===== src/rtl/core/nfa_pkg.sv =====
`timescale 1ns / 1ps
// ----------------------------------------------------------------------------
// nfa_pkg
// shared types and constants of the next-fit slot id allocator
// ----------------------------------------------------------------------------
package nfa_pkg;

	localparam int NUM_SLOTS = 64;
	localparam int SLOT_W    = (NUM_SLOTS > 1) ? $clog2(NUM_SLOTS) : 1;
	localparam int ID_W      = 6;
	localparam int OP_W      = 2;
	localparam int IN_DATA_W  = 8;
	localparam int OUT_DATA_W = 8;

	typedef logic [SLOT_W-1:0] slot_t;
	typedef logic [ID_W-1:0]   id_t;

	typedef enum logic [OP_W-1:0] {
		OP_ALLOC   = 2'd0,
		OP_CLAIM   = 2'd1,
		OP_RELEASE = 2'd2,
		OP_QUERY   = 2'd3
	} op_t;

	typedef enum logic [2:0] {
		ST_CLEAR,
		ST_IDLE,
		ST_SCAN,
		ST_LOOKUP,
		ST_RESP
	} state_t;

	// one write port and one read port on the occupancy memory
	typedef struct packed {
		logic  we;
		slot_t waddr;
		logic  wdata;
		logic  re;
		slot_t raddr;
	} ram_req_t;

	localparam slot_t LAST_SLOT = SLOT_W'(NUM_SLOTS - 1);

endpackage


===== src/rtl/core/nfa_occ_ram.sv =====
`timescale 1ns / 1ps
// ----------------------------------------------------------------------------
// nfa_occ_ram
// occupancy memory, one bit per slot, registered read data
// ----------------------------------------------------------------------------
module nfa_occ_ram (
	input  logic            clk,
	input  nfa_pkg::ram_req_t req,
	output logic            rd_data
);
	import nfa_pkg::*;

	logic mem [NUM_SLOTS];

	always_ff @(posedge clk) begin
		if (req.we) begin
			mem[req.waddr] <= req.wdata;
		end
	end

	always_ff @(posedge clk) begin
		if (req.re) begin
			rd_data <= mem[req.raddr];
		end
	end

endmodule


===== src/rtl/core/next_fit_slot_id_allocator_core.sv =====
`timescale 1ns / 1ps
// ----------------------------------------------------------------------------
// next_fit_slot_id_allocator_core
// next-fit slot id allocator: allocate, claim, release and query requests
// over an occupancy memory with a rotating search pointer
// ----------------------------------------------------------------------------
// claim, release and query: the result passes through the lookup and response states into the output register
// allocate: examines 1 .. NUM_SLOTS slots starting at the pointer, one memory read
// per cycle through the single read port sets the scan speed
// a new request is taken once the previous result sits in the output register,
// so requests never overlap and a stalled output holds back the next request
// reset: clearing pass with s_tready low frees every slot; pointer zero
module next_fit_slot_id_allocator_core (
	input  logic                          clk,
	input  logic                          arst_n,
	input  logic                          s_tvalid,
	output logic                          s_tready,
	input  logic [nfa_pkg::IN_DATA_W-1:0] s_tdata,  // [5:0] slot_id, [7:6] zero
	input  logic [nfa_pkg::OP_W-1:0]      s_tuser,  // [1:0] operation
	output logic                          m_tvalid,
	input  logic                          m_tready,
	output logic [nfa_pkg::OUT_DATA_W-1:0] m_tdata  // [5:0] result_id, [6] status,
	                                                // [7] was_occupied
);
	import nfa_pkg::*;

	state_t   state_q, state_d;
	op_t      op_q;
	id_t      sid_q;
	logic     in_table_q;
	slot_t    ptr_q;
	slot_t    chk_q;
	slot_t    tested_q;
	slot_t    next_chk;
	id_t      res_id_q, res_id_d;
	logic     res_st_q, res_st_d;
	logic     res_occ_q, res_occ_d;
	logic     res_load;
	logic     out_load;
	logic     out_valid_q;
	id_t      out_id_q;
	logic     out_st_q;
	logic     out_occ_q;
	ram_req_t ram_req;
	logic     rd_data;
	op_t      op_in;
	id_t      sid_in;
	logic     in_table_in;
	logic     accept;

	assign op_in       = op_t'(s_tuser);
	assign sid_in      = s_tdata[ID_W-1:0];
	assign in_table_in = (32'(sid_in) < 32'(NUM_SLOTS));
	assign accept      = s_tvalid && s_tready;
	assign next_chk    = (chk_q == LAST_SLOT) ? '0 : chk_q + SLOT_W'(1);

	nfa_occ_ram u_ram (
		.clk     (clk),
		.req     (ram_req),
		.rd_data (rd_data)
	);

	// next state
	always_comb begin
		state_d = state_q;
		case (state_q)
			ST_CLEAR: begin
				if (chk_q == LAST_SLOT) state_d = ST_IDLE;
			end
			ST_IDLE: begin
				if (s_tvalid) state_d = (op_in == OP_ALLOC) ? ST_SCAN : ST_LOOKUP;
			end
			ST_SCAN: begin
				if (!rd_data || tested_q == LAST_SLOT) state_d = ST_RESP;
			end
			ST_LOOKUP: begin
				state_d = ST_RESP;
			end
			ST_RESP: begin
				if (!out_valid_q || m_tready) state_d = ST_IDLE;
			end
			default: begin
				state_d = ST_IDLE;
			end
		endcase
	end

	// outputs and memory control
	always_comb begin
		ram_req   = '0;
		s_tready  = 1'b0;
		res_load  = 1'b0;
		res_id_d  = '0;
		res_st_d  = 1'b0;
		res_occ_d = 1'b0;
		out_load  = 1'b0;
		case (state_q)
			ST_CLEAR: begin
				ram_req.we    = 1'b1;
				ram_req.waddr = chk_q;
				ram_req.wdata = 1'b0;
			end
			ST_IDLE: begin
				s_tready = 1'b1;
				if (s_tvalid) begin
					ram_req.re    = 1'b1;
					ram_req.raddr = (op_in == OP_ALLOC) ? ptr_q : SLOT_W'(sid_in);
				end
			end
			ST_SCAN: begin
				if (!rd_data) begin
					ram_req.we    = 1'b1;
					ram_req.waddr = chk_q;
					ram_req.wdata = 1'b1;
					res_load      = 1'b1;
					res_id_d      = ID_W'(chk_q);
				end else if (tested_q == LAST_SLOT) begin
					// every slot held: table full
					res_load = 1'b1;
					res_st_d = 1'b1;
				end else begin
					ram_req.re    = 1'b1;
					ram_req.raddr = next_chk;
				end
			end
			ST_LOOKUP: begin
				res_load      = 1'b1;
				res_id_d      = sid_q;
				res_occ_d     = in_table_q && rd_data;
				ram_req.waddr = SLOT_W'(sid_q);
				if (in_table_q && op_q == OP_CLAIM) begin
					ram_req.we    = 1'b1;
					ram_req.wdata = 1'b1;
				end else if (in_table_q && op_q == OP_RELEASE) begin
					ram_req.we    = 1'b1;
					ram_req.wdata = 1'b0;
				end
			end
			ST_RESP: begin
				out_load = !out_valid_q || m_tready;
			end
			default: begin
			end
		endcase
	end

	always_ff @(posedge clk or negedge arst_n) begin
		if (!arst_n) begin
			state_q     <= ST_CLEAR;
			ptr_q       <= '0;
			chk_q       <= '0;
			tested_q    <= '0;
			out_valid_q <= 1'b0;
		end else begin
			state_q <= state_d;
			if (state_q == ST_CLEAR) begin
				chk_q <= next_chk;
			end
			if (accept && op_in == OP_ALLOC) begin
				chk_q    <= ptr_q;
				tested_q <= '0;
			end
			if (state_q == ST_SCAN) begin
				if (!rd_data) begin
					ptr_q <= chk_q;
				end else if (tested_q != LAST_SLOT) begin
					chk_q    <= next_chk;
					tested_q <= tested_q + SLOT_W'(1);
				end
			end
			if (out_load) begin
				out_valid_q <= 1'b1;
			end else if (m_tready) begin
				out_valid_q <= 1'b0;
			end
		end
	end

	always_ff @(posedge clk) begin
		if (accept) begin
			op_q       <= op_in;
			sid_q      <= sid_in;
			in_table_q <= in_table_in;
		end
		if (res_load) begin
			res_id_q  <= res_id_d;
			res_st_q  <= res_st_d;
			res_occ_q <= res_occ_d;
		end
		if (out_load) begin
			out_id_q  <= res_id_q;
			out_st_q  <= res_st_q;
			out_occ_q <= res_occ_q;
		end
	end

	assign m_tvalid = out_valid_q;
	assign m_tdata  = {out_occ_q, out_st_q, out_id_q};

	// the scan only takes a slot whose stored bit read back free
	a_scan_write_free: assert property (@(posedge clk) disable iff (!arst_n)
		(state_q == ST_SCAN && ram_req.we) |-> (!rd_data && ram_req.wdata))
		else $error("scan wrote a slot that was not free");

	// a full result only ever comes from an allocate request
	a_full_only_alloc: assert property (@(posedge clk) disable iff (!arst_n)
		(res_load && res_st_d) |-> (op_q == OP_ALLOC))
		else $error("full status on a non-allocate request");

	// no request is taken during the clearing pass
	a_no_req_in_clear: assert property (@(posedge clk) disable iff (!arst_n)
		(state_q == ST_CLEAR) |-> !s_tready)
		else $error("request taken during clearing pass");

	// an allocate request starts its scan at the pointer
	a_alloc_starts_scan: assert property (@(posedge clk) disable iff (!arst_n)
		(accept && op_in == OP_ALLOC) |=> (state_q == ST_SCAN && chk_q == $past(ptr_q)))
		else $error("allocate did not start scan at the pointer");

endmodule

===== config.mk =====
export PLATFORM = sky130hd
export DESIGN_NAME = next_fit_slot_id_allocator_core
export DESIGN_NICKNAME = d
export VERILOG_FILES = /design/src/rtl/core/nfa_pkg.sv /design/src/rtl/core/nfa_occ_ram.sv /design/src/rtl/core/next_fit_slot_id_allocator_core.sv
export SDC_FILE = /design/constraint.sdc
export NUM_CORES = 1
export LEC_CHECK = 0
export BUFFER_PORTS_ARGS = -buffer_cell sky130_fd_sc_hd__buf_2
export CAP_MARGIN = 10
export CORE_MARGIN = 2
export CORE_UTILIZATION = 55
export DETAILED_ROUTE_END_ITERATION = 12
export PLACE_DENSITY_LB_ADDON = 0.1
export SYNTH_ARGS = -nofsm -noshare
export SYNTH_HDL_FRONTEND = slang
export SYNTH_SLANG_ARGS = --single-unit

===== constraint.sdc =====
create_clock -name clk -period 4 [get_ports clk]
set_clock_uncertainty 0.1 [all_clocks]
set_input_delay 0.2 -clock clk [delete_from_list [all_inputs] [get_ports clk]]
set_output_delay 0.2 -clock clk [all_outputs]
set_load 0.02 [all_outputs]

==> flow_summary.json, run 1 <==
{
  "final_count_of_negative_setup_slack_endpoints": 0,
  "diodes": 0,
  "postSynthCellCount": 440,
  "tightestPinTransition_ns": 0.760,
  "netlist_top_cells_area": "sky130_fd_sc_hd__edfxtp_1 51%, sky130_fd_sc_hd__dfrtp_1 11%, sky130_fd_sc_hd__nor2_1 6.7%, sky130_fd_sc_hd__nand2_1 4.0%, sky130_fd_sc_hd__mux4_2 2.6%",
  "place_area_um2": 5440,
  "routabilityCongestion": 0.849,
  "drt_pass1_iterations": 5,
  "run_status": "finished clean",
  "layout-drive-gt1-share_pct": 14.6,
  "remaining_drc_errors": 0,
  "route.antenna.remaining_nets": 0,
  "seq_area_frac_synth_pct": 61.9,
  "timing.final.ws_setup_ns": 0.541,
  "area.sequential_um2": 3220,
  "drt-total-wl_mm": 11.2,
  "synthDominantAreaCellType": "sky130_fd_sc_hd__edfxtp_1",
  "clk_transition_reported_paths_ns": 0.10,
  "timing_max_transition_violations_final": 0,
  "fmax_mhz": 289,
  "antenna_violations_before_repair": 0,
  "utilization_pct": 62.0,
  "remaining_global_route_overflow": 0,
  "cts_inserted_buffers": 9,
  "layout_worst_path_cycle_share_pct": 86.5,
  "hold_path_depth": 3,
  "yosysTopAreaCellShare_pct": 51.3,
  "numClockSinks": 111,
  "drtIter0Drc": 320,
  "site_row_count": 35,
  "netlist_area_um2": 5210,
  "syn_to_final_growth_pct": 9.51,
  "htreeDepth": 3,
  "vias_in_the_first_global_route": 3454,
  "chipHeight_um": 101,
  "area_of_combinational_cells_with_multiple_inputs_um2": 1840,
  "synthDistinctLibCells": 48,
  "cts.repair.resized": 0,
  "yosys_register_bits": 111,
  "detail_route.vias_per_cell": 6.10,
  "clk_root_buffer_cell": "sky130_fd_sc_hd__clkbuf_8",
  "cts_tree": "yes",
  "initial_standard_cell_utilization_of_the_core_pct": 56.6,
  "clock_tree.buffer_depth": 2,
  "dp_worst_setup_slack_ns": 0.578,
  "synthFlopType": "sky130_fd_sc_hd__edfxtp_1",
  "power_density_nw_per_um2": 685,
  "async_reset_ff_share_pct": 19.8,
  "global_route.usage.total_pct": 23.8,
  "timing.setup.critical_path_class": "flop to flop",
  "worstSkewPairLatency_ns": 0.38,
  "fillCellCount": 725,
  "power.leakage_nw": 2.02,
  "syn_nets": 457,
  "period_needed_ns": 3.46,
  "finalHoldViolCount": 0,
  "grt_max_degree": 65,
  "critical_path_arrival_ns": 3.47,
  "setup_repair_after_global_routing_missed_its_margin": "no",
  "worstHoldPathType": "primary input to flop",
  "synth_edf_count": 89,
  "max_stage_delay_ns": 0.52,
  "design.core.area_um2": 9200,
  "critical_path_required_ns": 4.01,
  "nets": 491,
  "post_cts_buffers": 0,
  "worstSetupEndpointType": "flop",
  "route.detailed.wl_per_inst_um": 18.9,
  "crit_path_cell_trace": "nand4bb_1 -> buf_4 -> o32a_1 -> buf_4 -> a211oi_1 -> a311oi_1 -> or4_1 -> a211oi_2 -> a21oi_1",
  "crit_path_start_kind": "flop",
  "critical_path.max_fanout": 16,
  "dp.final_hpwl_mm": 7.74,
  "ir_drop_worst_vdd_mv": 0.385,
  "global_route_wire_length_before_repair_mm": 18.1,
  "die-width_um": 101,
  "number_of_buffers_added_to_fix_hold_violations_after_cts": 9,
  "critPathSlowestCell": "sky130_fd_sc_hd__or4_1",
  "power.total_mw": 3.91,
  "synthMostInstantiatedCell": "sky130_fd_sc_hd__nor2_1",
  "slew_headroom_pct": 49.3,
  "finish.instance_area_um2": 5700,
  "synthesis.yosys.warnings": 0,
  "top_level_ports": 24,
  "routed-via-count": 3598,
  "rr_worst_depth": 9,
  "synth_common_cells": "93 x sky130_fd_sc_hd__nor2_1, 89 x sky130_fd_sc_hd__edfxtp_1, 55 x sky130_fd_sc_hd__nand2_1",
  "tns_ns": 0,
  "dieArea_um2": 10300,
  "post_synth.cell_area_avg_um2": 11.8,
  "most_common_cell_on_crit_path": "sky130_fd_sc_hd__buf_4",
  "io_buffer_count": 21,
  "drv_cap": 0
}
[critical path, delay by kind of cell, from the launching register on]
family / cells / cell delay (ns)
flops: 1 / 0.48
simple gates: 2 / 0.98
compound gates: 5 / 1.05
buf+inv: 2 / 0.59
[layout make-up]
type                            count  area share [%]
Tap cell                          111            2.43
Sequential cell                   111            56.5
Clock inverter                      7           0.812
Inverter                            4           0.263
Multi-Input combinational cell    302            32.3
Clock buffer                        9            2.17
Timing Repair Buffer               46            5.53
[metal layers]
| metal | up-vias | GRT usage, % | wire [um] |
|---|---|---|---|
| met1 | 1747 | 34.7 | 5030 |
| met4 | 0 | 8.94 | 246 |
| met3 | 24 | 4.76 | 743 |
| met5 | - | 0 | 0 |
| li1 | 1693 | - | - |
| met2 | 134 | 35.7 | 5140 |
[metrics by stage]
step / hold slack [ns] / instances
3_5_place_dp: 0.105 / 565
2_1_floorplan: -0.196 / 440
4_1_cts: 0.0725 / 590
6_report: 0.0733 / 590
5_1_grt: 0.118 / 590
3_3_place_gp: 0.0973 / 565
[cells by family (layout without fill, tap and decap cells)]
kind of cell	Yosys count	after routing	synth area share, %
compound gates	89	89	12.6
xor+xnor	3	3	0.505
fa+ha+maj	3	3	0.721
buf+inv	27	66	2.76
flops	111	111	61.9
mux	21	21	6.27
simple gates	186	186	15.3
[layout by cell type, fill, tap and decap left out, drive strengths merged, types with 2 or more instances in the layout]
cell type,count
nor2,93
edfxtp,89
nand2,55
buf,37
dfrtp,22
a21oi,14
o21ai,12
a211oi,10
nand3,9
a311oi,9
clkbuf,9
dlygate4sd3,9
a21boi,8
mux4,8
nand2b,7
nor3,7
a22o,7
a22oi,7
mux2,7
o22ai,6
mux2i,6
inv,6
a21o,5
clkinv,4
and2,3
o31ai,3
ha,3
or3,2
xor2,2
o32ai,2
nor2b,2
o32a,2
or4,2
[state kept, by name, summed over array words and instances (netlist names)]
signal and count:
sid_q 6, out_occ_q 1, out_id_q 6, res_occ_q 1
res_st_q 1, tested_q 6, out_st_q 1, state_q 3
res_id_q 6, m_tvalid 1, chk_q 6, u_ram.rd_data 1
op_q 2, ptr_q 6, u_ram.mem 64
[where the power goes]
group          total, mW  switching [mW]  internal (mW)
logic               1.63            1.07          0.560
clock network      0.599           0.372          0.227
registers           1.68           0.139           1.54
total               3.91            1.58           2.32
[path summary, 6_finish.rpt]
check,slack (ns),end,start
worst max-delay path,0.54,u_ram.rd_data,state_q[2]
min in group asynchronous,0.23,ptr_q[4],arst_n
worst min register to register,0.33,out_id_q[1],res_id_q[1]
worst min-delay path,0.07,m_tvalid,m_tready
worst max register to register,0.54,u_ram.rd_data,state_q[2]
max in group asynchronous,3.20,tested_q[5],arst_n
Note: power is estimated with default switching activity, not from simulation.
==> run 2, diff against run 1 <==
--- a/config.mk
+++ b/config.mk
@@ -8,8 +8,9 @@
 export BUFFER_PORTS_ARGS = -buffer_cell sky130_fd_sc_hd__buf_2
 export CAP_MARGIN = 10
 export CORE_MARGIN = 2
-export CORE_UTILIZATION = 55
+export CORE_UTILIZATION = 60
 export DETAILED_ROUTE_END_ITERATION = 12
+export MAX_ROUTING_LAYER = met4
 export PLACE_DENSITY_LB_ADDON = 0.1
 export SYNTH_ARGS = -nofsm -noshare
 export SYNTH_HDL_FRONTEND = slang
==> constraint.sdc (replaced) <==
create_clock -name clk -period 4 [get_ports clk]
set_clock_uncertainty 0.1 [all_clocks]
set_input_delay 0.4 -clock clk [delete_from_list [all_inputs] [get_ports clk]]
set_output_delay 0.4 -clock clk [all_outputs]
set_load 0.02 [all_outputs]
==> run 2 against run 1 <==
  * Sequential share of layout area is 0.87 points higher
  * Maximum frequency shrank 1.2%
  * Register-to-register slack lost 0.04 ns
  * Hold slack gained 0.033 ns
  * Via count is 1.6% lower
  * Combinational power is 2% lower
  * Critical path depth stayed put
  * Setup slack worse by 0.042 ns
  * Sequential power barely moved
  * Critical endpoint unchanged
  * Highest routed layer unchanged
==> flow_summary.json, run 2 (synthesis gave the netlist of run 1 again) <==
{
  "run_status": "finished clean",
  "htreeDepth": 3,
  "syn_to_final_growth_pct": 7.85,
  "routed-via-count": 3539,
  "global_route.usage.total_pct": 24.7,
  "max_flop_register": "u_ram.mem",
  "initial_standard_cell_utilization_of_the_core_pct": 62.8,
  "power.leakage_nw": 1.99,
  "site_row_count": 33,
  "ir_drop_worst_vdd_mv": 0.481,
  "clock_tree.buffer_depth": 2,
  "fmax_mhz": 286,
  "chipHeight_um": 97.2,
  "crit_path_cell_trace": "ha_1 -> nand2_1 -> o21ai_4 -> o32a_1 -> buf_4 -> a311oi_1 -> or4_1 -> a211oi_2 -> a21oi_1",
  "max_stage_delay_ns": 0.62,
  "final_count_of_negative_setup_slack_endpoints": 0,
  "tightestPinTransition_ns": 1.06,
  "nets": 479,
  "critical_path.max_fanout": 16,
  "remaining_global_route_overflow": 0,
  "finalHoldViolCount": 0,
  "drtIter0Drc": 286,
  "drv_cap": 0,
  "grt_max_degree": 65,
  "largest_reg_flops": 64,
  "crit_path_start_kind": "flop",
  "remaining_drc_errors": 0,
  "drt_pass1_iterations": 5,
  "critical_path_required_ns": 4.03,
  "cts_inserted_buffers": 9,
  "cts.repair.resized": 0,
  "fillCellCount": 614,
  "diodes": 0,
  "vias_in_the_first_global_route": 3390,
  "dp.final_hpwl_mm": 7.44,
  "global_route_wire_length_before_repair_mm": 17.4,
  "layout_worst_path_cycle_share_pct": 87.5,
  "dieArea_um2": 9440,
  "period_needed_ns": 3.50,
  "detail_route.vias_per_cell": 6.19,
  "clk_transition_reported_paths_ns": 0.11,
  "slew_headroom_pct": 29.2,
  "top_level_ports": 24,
  "critPathSlowestCell": "sky130_fd_sc_hd__o32a_1",
  "antenna_violations_before_repair": 0,
  "die-width_um": 97.2,
  "route.detailed.wl_per_inst_um": 18.9,
  "layout_commonest_cell": "sky130_fd_sc_hd__nor2_1",
  "cts_tree": "yes",
  "critical_path_arrival_ns": 3.53,
  "worstSetupEndpointType": "flop",
  "timing.setup.critical_path_class": "flop to flop",
  "design.core.area_um2": 8300,
  "drt-total-wl_mm": 10.8,
  "timing_max_transition_violations_final": 0,
  "routabilityCongestion": 0.883,
  "numClockSinks": 111,
  "clk_root_buffer_cell": "sky130_fd_sc_hd__clkbuf_8",
  "route.antenna.remaining_nets": 0,
  "worstHoldPathType": "primary input to flop",
  "worstSkewPairLatency_ns": 0.39,
  "power_density_nw_per_um2": 704,
  "layout-drive-gt1-share_pct": 14.3,
  "power.total_mw": 3.95,
  "most_used_cells_in_the_layout_excluding_fill_and_tap_cells": "93 x sky130_fd_sc_hd__nor2_1, 89 x sky130_fd_sc_hd__edfxtp_1, 55 x sky130_fd_sc_hd__nand2_1",
  "io_buffer_count": 21,
  "setup_repair_after_global_routing_missed_its_margin": "no",
  "tns_ns": 0
}
## run 2: cell types whose count changed in the layout (fill, tap and decap cells not counted), moves of 2 or more
cell and delta:
sky130_fd_sc_hd__dlygate4sd3_1 -8, sky130_fd_sc_hd__buf_4 -4, sky130_fd_sc_hd__clkinv_4 +2, sky130_fd_sc_hd__clkinv_1 -2
## run 2: final cells by class
type	count	area (um2)	area share, %
Timing Repair Buffer	34	205	3.65
Clock buffer	12	166	2.96
Clock inverter	4	35.0	0.624
Tap cell	105	131	2.34
Sequential cell	111	3220	57.4
Inverter	4	15.0	0.267
Multi-Input combinational cell	302	1840	32.8
## run 2: report_power, final
group | internal [mW] | total, mW | switching (mW)
combinational | 0.542 | 1.59 | 1.05
sequential | 1.54 | 1.69 | 0.152
clock | 0.288 | 0.673 | 0.385
## run 2: through the flow
stage | instance area (um2) | std cells | util [%] | worst slack [ns] | hold slack, ns
2_1_floorplan | 5210 | 440 | - | 1.12 | 0.00441
3_3_place_gp | 5410 | 555 | 65.1 | 0.530 | 0.293
3_5_place_dp | 5410 | 555 | 65.1 | 0.500 | 0.294
4_1_cts | 5620 | 572 | 67.7 | 0.485 | 0.105
5_1_grt | 5620 | 572 | 67.7 | 0.316 | 0.109
6_report | 5620 | 572 | 67.7 | 0.499 | 0.106
## run 2: path summary, 6_finish.rpt
check | from | endpoint | slack (ns) | cells after the start
setup reg to reg | tested_q[0] | u_ram.rd_data | 0.50 | 9
max in group asynchronous | arst_n | state_q[0] | 3.06 | 2
hold / removal | s_tdata[1] | sid_q[1] | 0.11 | 1
hold reg to reg | res_occ_q | out_occ_q | 0.32 | 0
setup / recovery | tested_q[0] | u_ram.rd_data | 0.50 | 9
min in group asynchronous | arst_n | state_q[2] | 0.40 | 2
## run 2: critical path, delay by kind of cell, from the launching register on
kind	cells	cell delay, ns
buffers and inverters	1	0.34
adders and majority gates	1	0.23
DFF	1	0.42
AOI/OAI and AO/OA	5	1.37
and+or+nand+nor	2	0.78
## run 2: repair_timing
action	CTS	global route
buffers inserted	0	0
hold buffers	1	0
hold endpoints to repair	22	0
## run 2: metal layers
layer / track usage, % / wire length [um] / vias to the layer above
met3: 4.17 / 666 / 16
met5: - / 0 / -
met2: 35.9 / 4950 / 112
li1: - / - / 1668
met1: 35.3 / 5020 / 1743
met4: 9.75 / 189 / 0
